===== config.mk =====
export PLATFORM = sky130hd
export DESIGN_NAME = imu_serial_frame_decoder
export DESIGN_NICKNAME = d
export VERILOG_FILES = /design/src/rtl/imu_sfd_pkg.sv /design/src/rtl/imu_sfd_front.sv /design/src/rtl/imu_sfd_queue.sv /design/src/rtl/imu_sfd_back.sv /design/src/rtl/imu_serial_frame_decoder.sv
export SDC_FILE = /design/constraint.sdc
export NUM_CORES = 2
export LEC_CHECK = 0
export BUFFER_PORTS_ARGS = -buffer_cell sky130_fd_sc_hd__buf_4
export CAP_MARGIN = 20
export CORE_MARGIN = 1.5
export CORE_UTILIZATION = 57
export CTS_BUF_LIST = sky130_fd_sc_hd__clkbuf_8 sky130_fd_sc_hd__clkbuf_16
export DETAILED_ROUTE_END_ITERATION = 10
export PLACE_DENSITY_LB_ADDON = 0.3
export REMOVE_ABC_BUFFERS = 1
export SLEW_MARGIN = 40
export SYNTH_ARGS = -nofsm -noshare
export SYNTH_HDL_FRONTEND = slang
export SYNTH_HIERARCHICAL = 1
export SYNTH_SLANG_ARGS = --single-unit

===== constraint.sdc =====
create_clock -name clk -period 8.7 [get_ports clk]
set_clock_uncertainty 0.1 [all_clocks]
set_input_delay 0.435 -clock clk [delete_from_list [all_inputs] [get_ports clk]]
set_output_delay 0.435 -clock clk [all_outputs]
set_load 0.05 [all_outputs]

===== src/rtl/imu_sfd_pkg.sv =====
// ----------------------------------------------------------------------------
// imu_sfd_pkg
// Types and constants shared by the serial IMU frame decoder modules.
// ----------------------------------------------------------------------------
package imu_sfd_pkg;

    localparam int FRAME_BYTES   = 11;
    localparam int POS_W         = 4;
    localparam int PAYLOAD_BYTES = 6;
    localparam int PAY_IDX_W     = 3;
    localparam int CFG_INDEX_W   = 4;
    localparam int CFG_DATA_W    = 12;
    localparam int FS_W          = 12;
    localparam int RAW_W         = 16;
    localparam int SCALED_W      = 28;
    localparam int Q_DEPTH       = 2;
    localparam int Q_PTR_W       = 1;

    typedef enum logic [CFG_INDEX_W-1:0] {
        REG_FRAME_HEADER     = 4'd0,
        REG_ACCEL_CODE       = 4'd1,
        REG_GYRO_CODE        = 4'd2,
        REG_ANGLE_CODE       = 4'd3,
        REG_MAG_CODE         = 4'd4,
        REG_ACCEL_FULL_SCALE = 4'd5,
        REG_GYRO_FULL_SCALE  = 4'd6,
        REG_ANGLE_FULL_SCALE = 4'd7
    } cfg_reg_t;

    typedef enum logic [1:0] {
        STATUS_NONE     = 2'd0,
        STATUS_OK       = 2'd1,
        STATUS_CHECKSUM = 2'd2,
        STATUS_UNKNOWN  = 2'd3
    } status_t;

    typedef enum logic [1:0] {
        KIND_ACCEL = 2'd0,
        KIND_GYRO  = 2'd1,
        KIND_ANGLE = 2'd2,
        KIND_MAG   = 2'd3
    } kind_t;

    // One classified request passed from the parser to the scaling stage.
    typedef struct packed {
        status_t                  status;
        kind_t                    kind;
        logic signed [RAW_W-1:0]  raw_x;
        logic signed [RAW_W-1:0]  raw_y;
        logic signed [RAW_W-1:0]  raw_z;
        logic [FS_W-1:0]          full_scale;
        logic                     angle_fresh;
    } rec_t;

    // Handshake between a queue and its consumer.
    typedef struct packed {
        logic empty;
        logic full;
    } q_status_t;

endpackage


===== src/rtl/imu_sfd_front.sv =====
// ----------------------------------------------------------------------------
// imu_sfd_front
// Frame parser: tracks byte position and checksum, stores the frame and
// classifies it on the checksum byte. Holds the configuration registers.
// ----------------------------------------------------------------------------
module imu_sfd_front
    import imu_sfd_pkg::*;
(
    input  logic                   clk,
    input  logic                   rst_n,
    input  logic                   accept,
    input  logic                   func,
    input  logic [7:0]             rx_byte,
    input  logic                   cfg_write,
    input  logic [CFG_INDEX_W-1:0] cfg_index,
    input  logic [CFG_DATA_W-1:0]  cfg_data,
    output rec_t                   rec
);

    logic [7:0]       frame_header_reg, accel_code_reg, gyro_code_reg;
    logic [7:0]       angle_code_reg, mag_code_reg;
    logic [FS_W-1:0]  accel_fs_reg, gyro_fs_reg, angle_fs_reg;

    logic [POS_W-1:0] pos_reg, pos_next;
    logic [7:0]       sum_reg, sum_next;
    logic             flag_reg, flag_next;
    logic [7:0]       type_reg;
    logic [7:0]       pay_reg [PAYLOAD_BYTES];
    logic             type_we, pay_we;
    logic [PAY_IDX_W-1:0] pay_idx;

    always_ff @(posedge clk or negedge rst_n)
    begin
        if (!rst_n)
        begin
            frame_header_reg <= 8'h55;
            accel_code_reg   <= 8'h51;
            gyro_code_reg    <= 8'h52;
            angle_code_reg   <= 8'h53;
            mag_code_reg     <= 8'h54;
            accel_fs_reg     <= 12'd16;
            gyro_fs_reg      <= 12'd2000;
            angle_fs_reg     <= 12'd180;
        end
        else if (cfg_write)
        begin
            case (cfg_reg_t'(cfg_index))
                REG_FRAME_HEADER:     frame_header_reg <= cfg_data[7:0];
                REG_ACCEL_CODE:       accel_code_reg   <= cfg_data[7:0];
                REG_GYRO_CODE:        gyro_code_reg    <= cfg_data[7:0];
                REG_ANGLE_CODE:       angle_code_reg   <= cfg_data[7:0];
                REG_MAG_CODE:         mag_code_reg     <= cfg_data[7:0];
                REG_ACCEL_FULL_SCALE: accel_fs_reg     <= cfg_data;
                REG_GYRO_FULL_SCALE:  gyro_fs_reg      <= cfg_data;
                REG_ANGLE_FULL_SCALE: angle_fs_reg     <= cfg_data;
                default:              ;
            endcase
        end
    end

    always_comb
    begin
        pos_next  = pos_reg;
        sum_next  = sum_reg;
        flag_next = flag_reg;
        type_we   = 1'b0;
        pay_we    = 1'b0;
        pay_idx   = PAY_IDX_W'(pos_reg - POS_W'(2));

        rec.status        = STATUS_NONE;
        rec.kind          = KIND_ACCEL;
        rec.raw_x         = '0;
        rec.raw_y         = '0;
        rec.raw_z         = '0;
        rec.full_scale    = '0;

        if (func)
        begin
            flag_next = 1'b0;
        end
        else if (pos_reg == '0)
        begin
            if (rx_byte == frame_header_reg)
            begin
                sum_next = rx_byte;
                pos_next = POS_W'(1);
            end
        end
        else if (pos_reg < POS_W'(FRAME_BYTES - 1))
        begin
            if (pos_reg == POS_W'(1))
                type_we = 1'b1;
            else if (pos_reg < POS_W'(2 + PAYLOAD_BYTES))
                pay_we = 1'b1;
            sum_next = sum_reg + rx_byte;
            pos_next = pos_reg + POS_W'(1);
        end
        else
        begin
            pos_next = '0;
            sum_next = '0;
            if (sum_reg != rx_byte)
            begin
                rec.status = STATUS_CHECKSUM;
            end
            else
            begin
                // Priority order settles equal type codes.
                rec.status = STATUS_OK;
                if (type_reg == accel_code_reg)
                begin
                    rec.kind       = KIND_ACCEL;
                    rec.full_scale = accel_fs_reg;
                end
                else if (type_reg == gyro_code_reg)
                begin
                    rec.kind       = KIND_GYRO;
                    rec.full_scale = gyro_fs_reg;
                end
                else if (type_reg == angle_code_reg)
                begin
                    rec.kind       = KIND_ANGLE;
                    rec.full_scale = angle_fs_reg;
                    flag_next      = 1'b1;
                end
                else if (type_reg == mag_code_reg)
                begin
                    rec.kind       = KIND_MAG;
                    rec.full_scale = FS_W'(1);
                end
                else
                begin
                    rec.status = STATUS_UNKNOWN;
                end
                if (rec.status == STATUS_OK)
                begin
                    rec.raw_x = {pay_reg[1], pay_reg[0]};
                    rec.raw_y = {pay_reg[3], pay_reg[2]};
                    rec.raw_z = {pay_reg[5], pay_reg[4]};
                end
            end
        end
        rec.angle_fresh = flag_next;
    end

    always_ff @(posedge clk or negedge rst_n)
    begin
        if (!rst_n)
        begin
            pos_reg  <= '0;
            sum_reg  <= '0;
            flag_reg <= 1'b0;
        end
        else if (accept)
        begin
            pos_reg  <= pos_next;
            sum_reg  <= sum_next;
            flag_reg <= flag_next;
        end
    end

    // Frame storage is always written before it is read within a frame.
    always_ff @(posedge clk)
    begin
        if (accept && !func && type_we)
            type_reg <= rx_byte;
        if (accept && !func && pay_we)
            pay_reg[pay_idx] <= rx_byte;
    end

endmodule


===== src/rtl/imu_sfd_queue.sv =====
// ----------------------------------------------------------------------------
// imu_sfd_queue
// Short queue of classified requests between the parser and scaling stage.
// ----------------------------------------------------------------------------
module imu_sfd_queue
    import imu_sfd_pkg::*;
(
    input  logic      clk,
    input  logic      rst_n,
    input  logic      wr_en,
    input  rec_t      wr_rec,
    input  logic      rd_en,
    output rec_t      rd_rec,
    output q_status_t stat
);

    rec_t                 slot_reg [Q_DEPTH];
    logic [Q_PTR_W-1:0]   wr_ptr_reg, rd_ptr_reg;
    logic [Q_PTR_W:0]     count_reg, count_next;

    assign stat.empty = (count_reg == '0);
    assign stat.full  = (count_reg == (Q_PTR_W+1)'(Q_DEPTH));
    assign rd_rec     = slot_reg[rd_ptr_reg];

    always_comb
    begin
        count_next = count_reg;
        if (wr_en && !rd_en)
            count_next = count_reg + 1'b1;
        else if (!wr_en && rd_en)
            count_next = count_reg - 1'b1;
    end

    always_ff @(posedge clk or negedge rst_n)
    begin
        if (!rst_n)
        begin
            wr_ptr_reg <= '0;
            rd_ptr_reg <= '0;
            count_reg  <= '0;
        end
        else
        begin
            if (wr_en)
                wr_ptr_reg <= wr_ptr_reg + 1'b1;
            if (rd_en)
                rd_ptr_reg <= rd_ptr_reg + 1'b1;
            count_reg <= count_next;
        end
    end

    always_ff @(posedge clk)
    begin
        if (wr_en)
            slot_reg[wr_ptr_reg] <= wr_rec;
    end

endmodule


===== src/rtl/imu_sfd_back.sv =====
// ----------------------------------------------------------------------------
// imu_sfd_back
// Scaling stage: multiplies the samples by the full scale and holds the
// result in the output register until it is popped.
// ----------------------------------------------------------------------------
module imu_sfd_back
    import imu_sfd_pkg::*;
(
    input  logic                       clk,
    input  logic                       rst_n,
    input  q_status_t                  q_stat,
    input  rec_t                       q_rec,
    output logic                       q_pop,
    input  logic                       pop,
    output logic                       empty,
    output logic [1:0]                 status,
    output logic [1:0]                 kind,
    output logic signed [RAW_W-1:0]    raw_x,
    output logic signed [RAW_W-1:0]    raw_y,
    output logic signed [RAW_W-1:0]    raw_z,
    output logic signed [SCALED_W-1:0] scaled_x,
    output logic signed [SCALED_W-1:0] scaled_y,
    output logic signed [SCALED_W-1:0] scaled_z,
    output logic                       angle_fresh
);

    logic                        valid_reg;
    logic signed [FS_W:0]        fs_s;
    logic signed [SCALED_W:0]    prod_x, prod_y, prod_z;

    assign empty = !valid_reg;
    assign q_pop = !q_stat.empty && (!valid_reg || pop);

    assign fs_s   = $signed({1'b0, q_rec.full_scale});
    assign prod_x = q_rec.raw_x * fs_s;
    assign prod_y = q_rec.raw_y * fs_s;
    assign prod_z = q_rec.raw_z * fs_s;

    always_ff @(posedge clk or negedge rst_n)
    begin
        if (!rst_n)
            valid_reg <= 1'b0;
        else if (q_pop)
            valid_reg <= 1'b1;
        else if (pop)
            valid_reg <= 1'b0;
    end

    always_ff @(posedge clk)
    begin
        if (q_pop)
        begin
            status      <= q_rec.status;
            kind        <= q_rec.kind;
            raw_x       <= q_rec.raw_x;
            raw_y       <= q_rec.raw_y;
            raw_z       <= q_rec.raw_z;
            scaled_x    <= prod_x[SCALED_W-1:0];
            scaled_y    <= prod_y[SCALED_W-1:0];
            scaled_z    <= prod_z[SCALED_W-1:0];
            angle_fresh <= q_rec.angle_fresh;
        end
    end

endmodule


===== src/rtl/imu_serial_frame_decoder.sv =====
// ----------------------------------------------------------------------------
// imu_serial_frame_decoder
// Parser for 11-byte serial IMU frames with checksum, type decode and
// full-scale multiplication of the three samples.
// ----------------------------------------------------------------------------
// Usage: each request on the input side is either a received byte (func 0)
// or a command that clears the sticky angle flag (func 1). A request is
// taken when push is high and full is low. Every request yields exactly one
// result on the output side, in order: status, kind, raw and scaled samples
// and the current angle flag. The oldest result is shown while empty is low
// and is removed when pop is high.
// A request's result goes through the queue into the output register.
// Throughput is one request per cycle while full is low, set by the parser's
// position and checksum update and the combinational scaling multiply.
// If the receiver stalls, results back up into the output register and the
// two-entry queue behind it, after which full rises until pop resumes.
// Reset restores the default header, type codes and full scales, clears the
// position, checksum and angle flag, and empties the queue and output.
// Configuration writes use cfg_valid/cfg_ready, always ready, and should
// only be issued while no requests are in flight.
// ----------------------------------------------------------------------------
module imu_serial_frame_decoder
    import imu_sfd_pkg::*;
(
    input  logic                       clk,
    input  logic                       rst_n,
    input  logic                       push,
    output logic                       full,
    input  logic                       func,
    input  logic [7:0]                 rx_byte,
    output logic                       empty,
    input  logic                       pop,
    output logic [1:0]                 status,
    output logic [1:0]                 kind,
    output logic signed [RAW_W-1:0]    raw_x,
    output logic signed [RAW_W-1:0]    raw_y,
    output logic signed [RAW_W-1:0]    raw_z,
    output logic signed [SCALED_W-1:0] scaled_x,
    output logic signed [SCALED_W-1:0] scaled_y,
    output logic signed [SCALED_W-1:0] scaled_z,
    output logic                       angle_fresh,
    input  logic                       cfg_valid,
    output logic                       cfg_ready,
    input  logic [CFG_INDEX_W-1:0]     cfg_index,
    input  logic [CFG_DATA_W-1:0]      cfg_data
);

    logic      accept;
    rec_t      front_rec, q_rec;
    q_status_t q_stat;
    logic      q_pop;

    // The register file never stalls a write.
    assign cfg_ready = 1'b1;

    // A request enters the parser whenever the queue has room for its result.
    assign full   = q_stat.full;
    assign accept = push && !q_stat.full;

    imu_sfd_front u_front
    (
        .clk       (clk),
        .rst_n     (rst_n),
        .accept    (accept),
        .func      (func),
        .rx_byte   (rx_byte),
        .cfg_write (cfg_valid),
        .cfg_index (cfg_index),
        .cfg_data  (cfg_data),
        .rec       (front_rec)
    );

    // The queue decouples the parser from a stalled receiver.
    imu_sfd_queue u_queue
    (
        .clk    (clk),
        .rst_n  (rst_n),
        .wr_en  (accept),
        .wr_rec (front_rec),
        .rd_en  (q_pop),
        .rd_rec (q_rec),
        .stat   (q_stat)
    );

    imu_sfd_back u_back
    (
        .clk         (clk),
        .rst_n       (rst_n),
        .q_stat      (q_stat),
        .q_rec       (q_rec),
        .q_pop       (q_pop),
        .pop         (pop),
        .empty       (empty),
        .status      (status),
        .kind        (kind),
        .raw_x       (raw_x),
        .raw_y       (raw_y),
        .raw_z       (raw_z),
        .scaled_x    (scaled_x),
        .scaled_y    (scaled_y),
        .scaled_z    (scaled_z),
        .angle_fresh (angle_fresh)
    );

endmodule


==> impl_metrics.tcl <==
set metrics [dict create \
    synth_top_family_by_area "adder cells" \
    core_area_um2 64810 \
    synth-seq-cells 417 \
    grt_pass1_vias 24920 \
    nFillCells 5099 \
    gp_congestion 0.8320 \
    drc 0 \
    synth_area_um2 37540 \
    die_h_um 259.6 \
    grt_use_total 0.2432 \
    hold_viol 0 \
    grt_max_degree 74 \
    path_cells "mux2_4 > nand2_1 > fa_1 > fa_1 > fa_1 > inv_1 > fa_1 > inv_1 > fa_1 > inv_1 > ha_1 > and3_1 > a31oi_1 > o21ai_0 > a41oi_2 > a21oi_2 > a2111oi_0 > nor3_1 > xnor2_1" \
    path_buf_inv 3 \
    vias 23470 \
    diodes 0 \
    insertion_delay_ns 0.60 \
    synth_top_cell_by_area "fa_1" \
    post-route-period-util 0.8027 \
    setup_viol 0 \
    cts_root_buf "clkbuf_16" \
    reg2reg_depth 19 \
    avgViaCountPerCell 5.348 \
    fin_setup_tns_ns 0 \
    cp_num_cells 19 \
    cp_data_arrival_time_ns 7.24 \
    slew-limit-headroom 0.4973 \
    min_period_ns 6.983 \
    worst_path_most_repeated_cell "fa_1" \
    cts_tree "done" \
    crit_required_ns 8.96 \
    synth_cells 3399 \
    path_class "reg -> reg" \
    drtPass1Iterations 6 \
    grt_pass1_wl_mm 128.8 \
    ys_seq_area_frac 0.3220 \
    routed-wl-met3_mm 4.144 \
    yosys-top-cells-area "fa_1, edfxtp_1, inv_1" \
    cpPeakStageDelay_ns 0.83 \
    outcome "finished clean" \
    critPathSlowestCell "dfrtp_4" \
    highest-signal-layer "met4" \
    rsz0062_at_grt "no" \
    yosys.area_share.simple 0.1156 \
    area_growth_pct 9.319 \
    nets 4257 \
    wl_mm 78.47 \
    drtIter0Drc 1646 \
    slew_violations 0 \
    crit_path_start_kind "flop" \
    clockBufferDepth 3 \
    synth_xor_area_frac 0.03033 \
    multi_input_area_um2 22030 \
    start_util 0.5792 \
    place_ws_ns 1.740 \
    ys_top_cells_by_count "inv_1, fa_1, and2_1, edfxtp_1, nand2_1" \
    cts_sinks 417 \
    regArea_um2 12090 \
    row_count 93 \
    fmax_mhz 143.2 \
    setup_ws_ns 1.717 \
    ys.flop_type "edfxtp_1" \
    drive_gt1_frac 0.1293 \
    critPathTopFamily "adder cells" \
    whs_ns 0.05651 \
    clkSlewWorstSetupHoldPaths_ns 0.06 \
    cap_violations 0 \
    yosys_warnings 6 \
    synthAdderAreaFrac 0.3482 \
    ys_types 80 \
    ios 170 \
    hpwl_mm 55.81 \
    holdPathStages 3 \
    largest_reg_flops 130 \
    wl_per_cell_um 17.88 \
    async_flop_share 0.2254 \
    route.met2.wl_mm 39.63 \
    die-width_um 259.6 \
    post-route-util 0.6332 \
    yosys-mux-area-fraction 0.04679 \
    ant_nets 0 \
    synth.top_cell.area_share 0.2805 \
    hold_class "in -> reg" \
    fp.dieArea_um2 67410 \
    h-tree-depth 2 \
    synth.most_common_cell "inv_1" \
    synth_edf_count 323 \
    cts_inserted_buffers 47 \
    antenna_found_initial 1 \
    synth_compound_area_frac 0.04483 \
    cp-end-kind "flop" \
    syn_avg_cell_area_um2 11.04 \
    worst_pin_slew_ns 0.7523 \
    io_buffers 168 \
    overflow 0 \
    cp_max_fo 48 \
    drt-met1-wl_mm 33.02 \
]
cell type report:
| type | instances | share of cell area |
|---|---|---|
| clock buffer | 48 | 0.02899 |
| clock inverter | 37 | 0.007744 |
| inverter | 766 | 0.07006 |
| multi-input combinational | 2079 | 0.5369 |
| sequential | 417 | 0.2946 |
| tap | 855 | 0.02607 |
| timing repair buffer | 187 | 0.03561 |
what timing repair did:
item | CTS | global route
setup buffers | 0 | 0
hold buffers | 6 | 0
endpoints found under the hold margin | 34 | 0
resized for setup | 0 | 0
worst reg2reg max path: cells and delay by family, from the launching register on:
kind | cells | cell delay (ns)
buffers and inverters | 3 | 0.14
flip-flops | 1 | 0.83
adder cells (fa/ha/maj) | 6 | 2.89
XOR/XNOR | 1 | 0.15
AND/OR/NAND/NOR | 3 | 0.58
multiplexers | 1 | 0.76
AO/OA/AOI/OAI | 5 | 1.29
per-layer routing:
layer  global-route usage  vias up
li1                     -    10720
met1               0.3238    12010
met2               0.4249      638
met3              0.03109       97
met4              0.05766        0
met5                    0        -
cell families (layout without fill, tap and decap cells):
family / count (synthesis) / in the layout
AO/OA/AOI/OAI: 240 / 240
buffers and inverters: 903 / 1038
multiplexers: 143 / 143
other: 1 / 1
flip-flops: 417 / 417
adder cells (fa/ha/maj): 729 / 729
AND/OR/NAND/NOR: 836 / 836
XOR/XNOR: 130 / 130
stage by stage:
stage               std cells  area, µm²
floorplan                3262      36950
global placement         4296      39420
detailed placement       4298      39470
CTS                      4389      41040
global route             4389      41040
finish                   4389      41040
final timing paths:
check | start | to | slack (ns)
max | u_queue/rd_ptr_reg$_DFFE_PN0P_ | u_back/scaled_y[27]$_DFFE_PP_ | 1.72
min | cfg_data[0] | u_front/angle_fs_reg[0]$_DFFE_PN0P_ | 0.06
max reg2reg | u_queue/rd_ptr_reg$_DFFE_PN0P_ | u_back/scaled_y[27]$_DFFE_PP_ | 1.72
min reg2reg | u_queue/count_reg[1]$_DFFE_PN0P_ | u_queue/count_reg[1]$_DFFE_PN0P_ | 0.39
max in group asynchronous | rst_n | u_queue/rd_ptr_reg$_DFFE_PN0P_ | 7.32
min in group asynchronous | rst_n | u_front/angle_fs_reg[8]$_DFFE_PN0P_ | 0.15
placed cells by master (no fill, tap or decap), drive strengths merged, types with 11 or more instances in the layout:
| cell type | Yosys | layout |
|---|---|---|
| nor4 | 14 | 14 |
| mux2 | 140 | 140 |
| nor2 | 63 | 63 |
| ha | 203 | 203 |
| fa | 526 | 526 |
| o21a | 16 | 16 |
| edfxtp | 323 | 323 |
| clkbuf | 122 | 48 |
| nor3 | 13 | 13 |
| clkinv | 0 | 20 |
| xor2 | 51 | 51 |
| xnor2 | 79 | 79 |
| nor2b | 11 | 11 |
| a21o | 23 | 23 |
| dfrtp | 66 | 66 |
| a22oi | 11 | 11 |
| buf | 15 | 181 |
| nand2 | 316 | 316 |
| a21oi | 68 | 68 |
| o21ai | 43 | 43 |
| dfstp | 28 | 28 |
| and2 | 358 | 358 |
| inv | 766 | 775 |
| a211oi | 13 | 13 |
| nand2b | 13 | 13 |
Power is left out: the tool's default activity adds up to more than one toggle a clock period on the data nets, which glitch-free logic cannot reach.
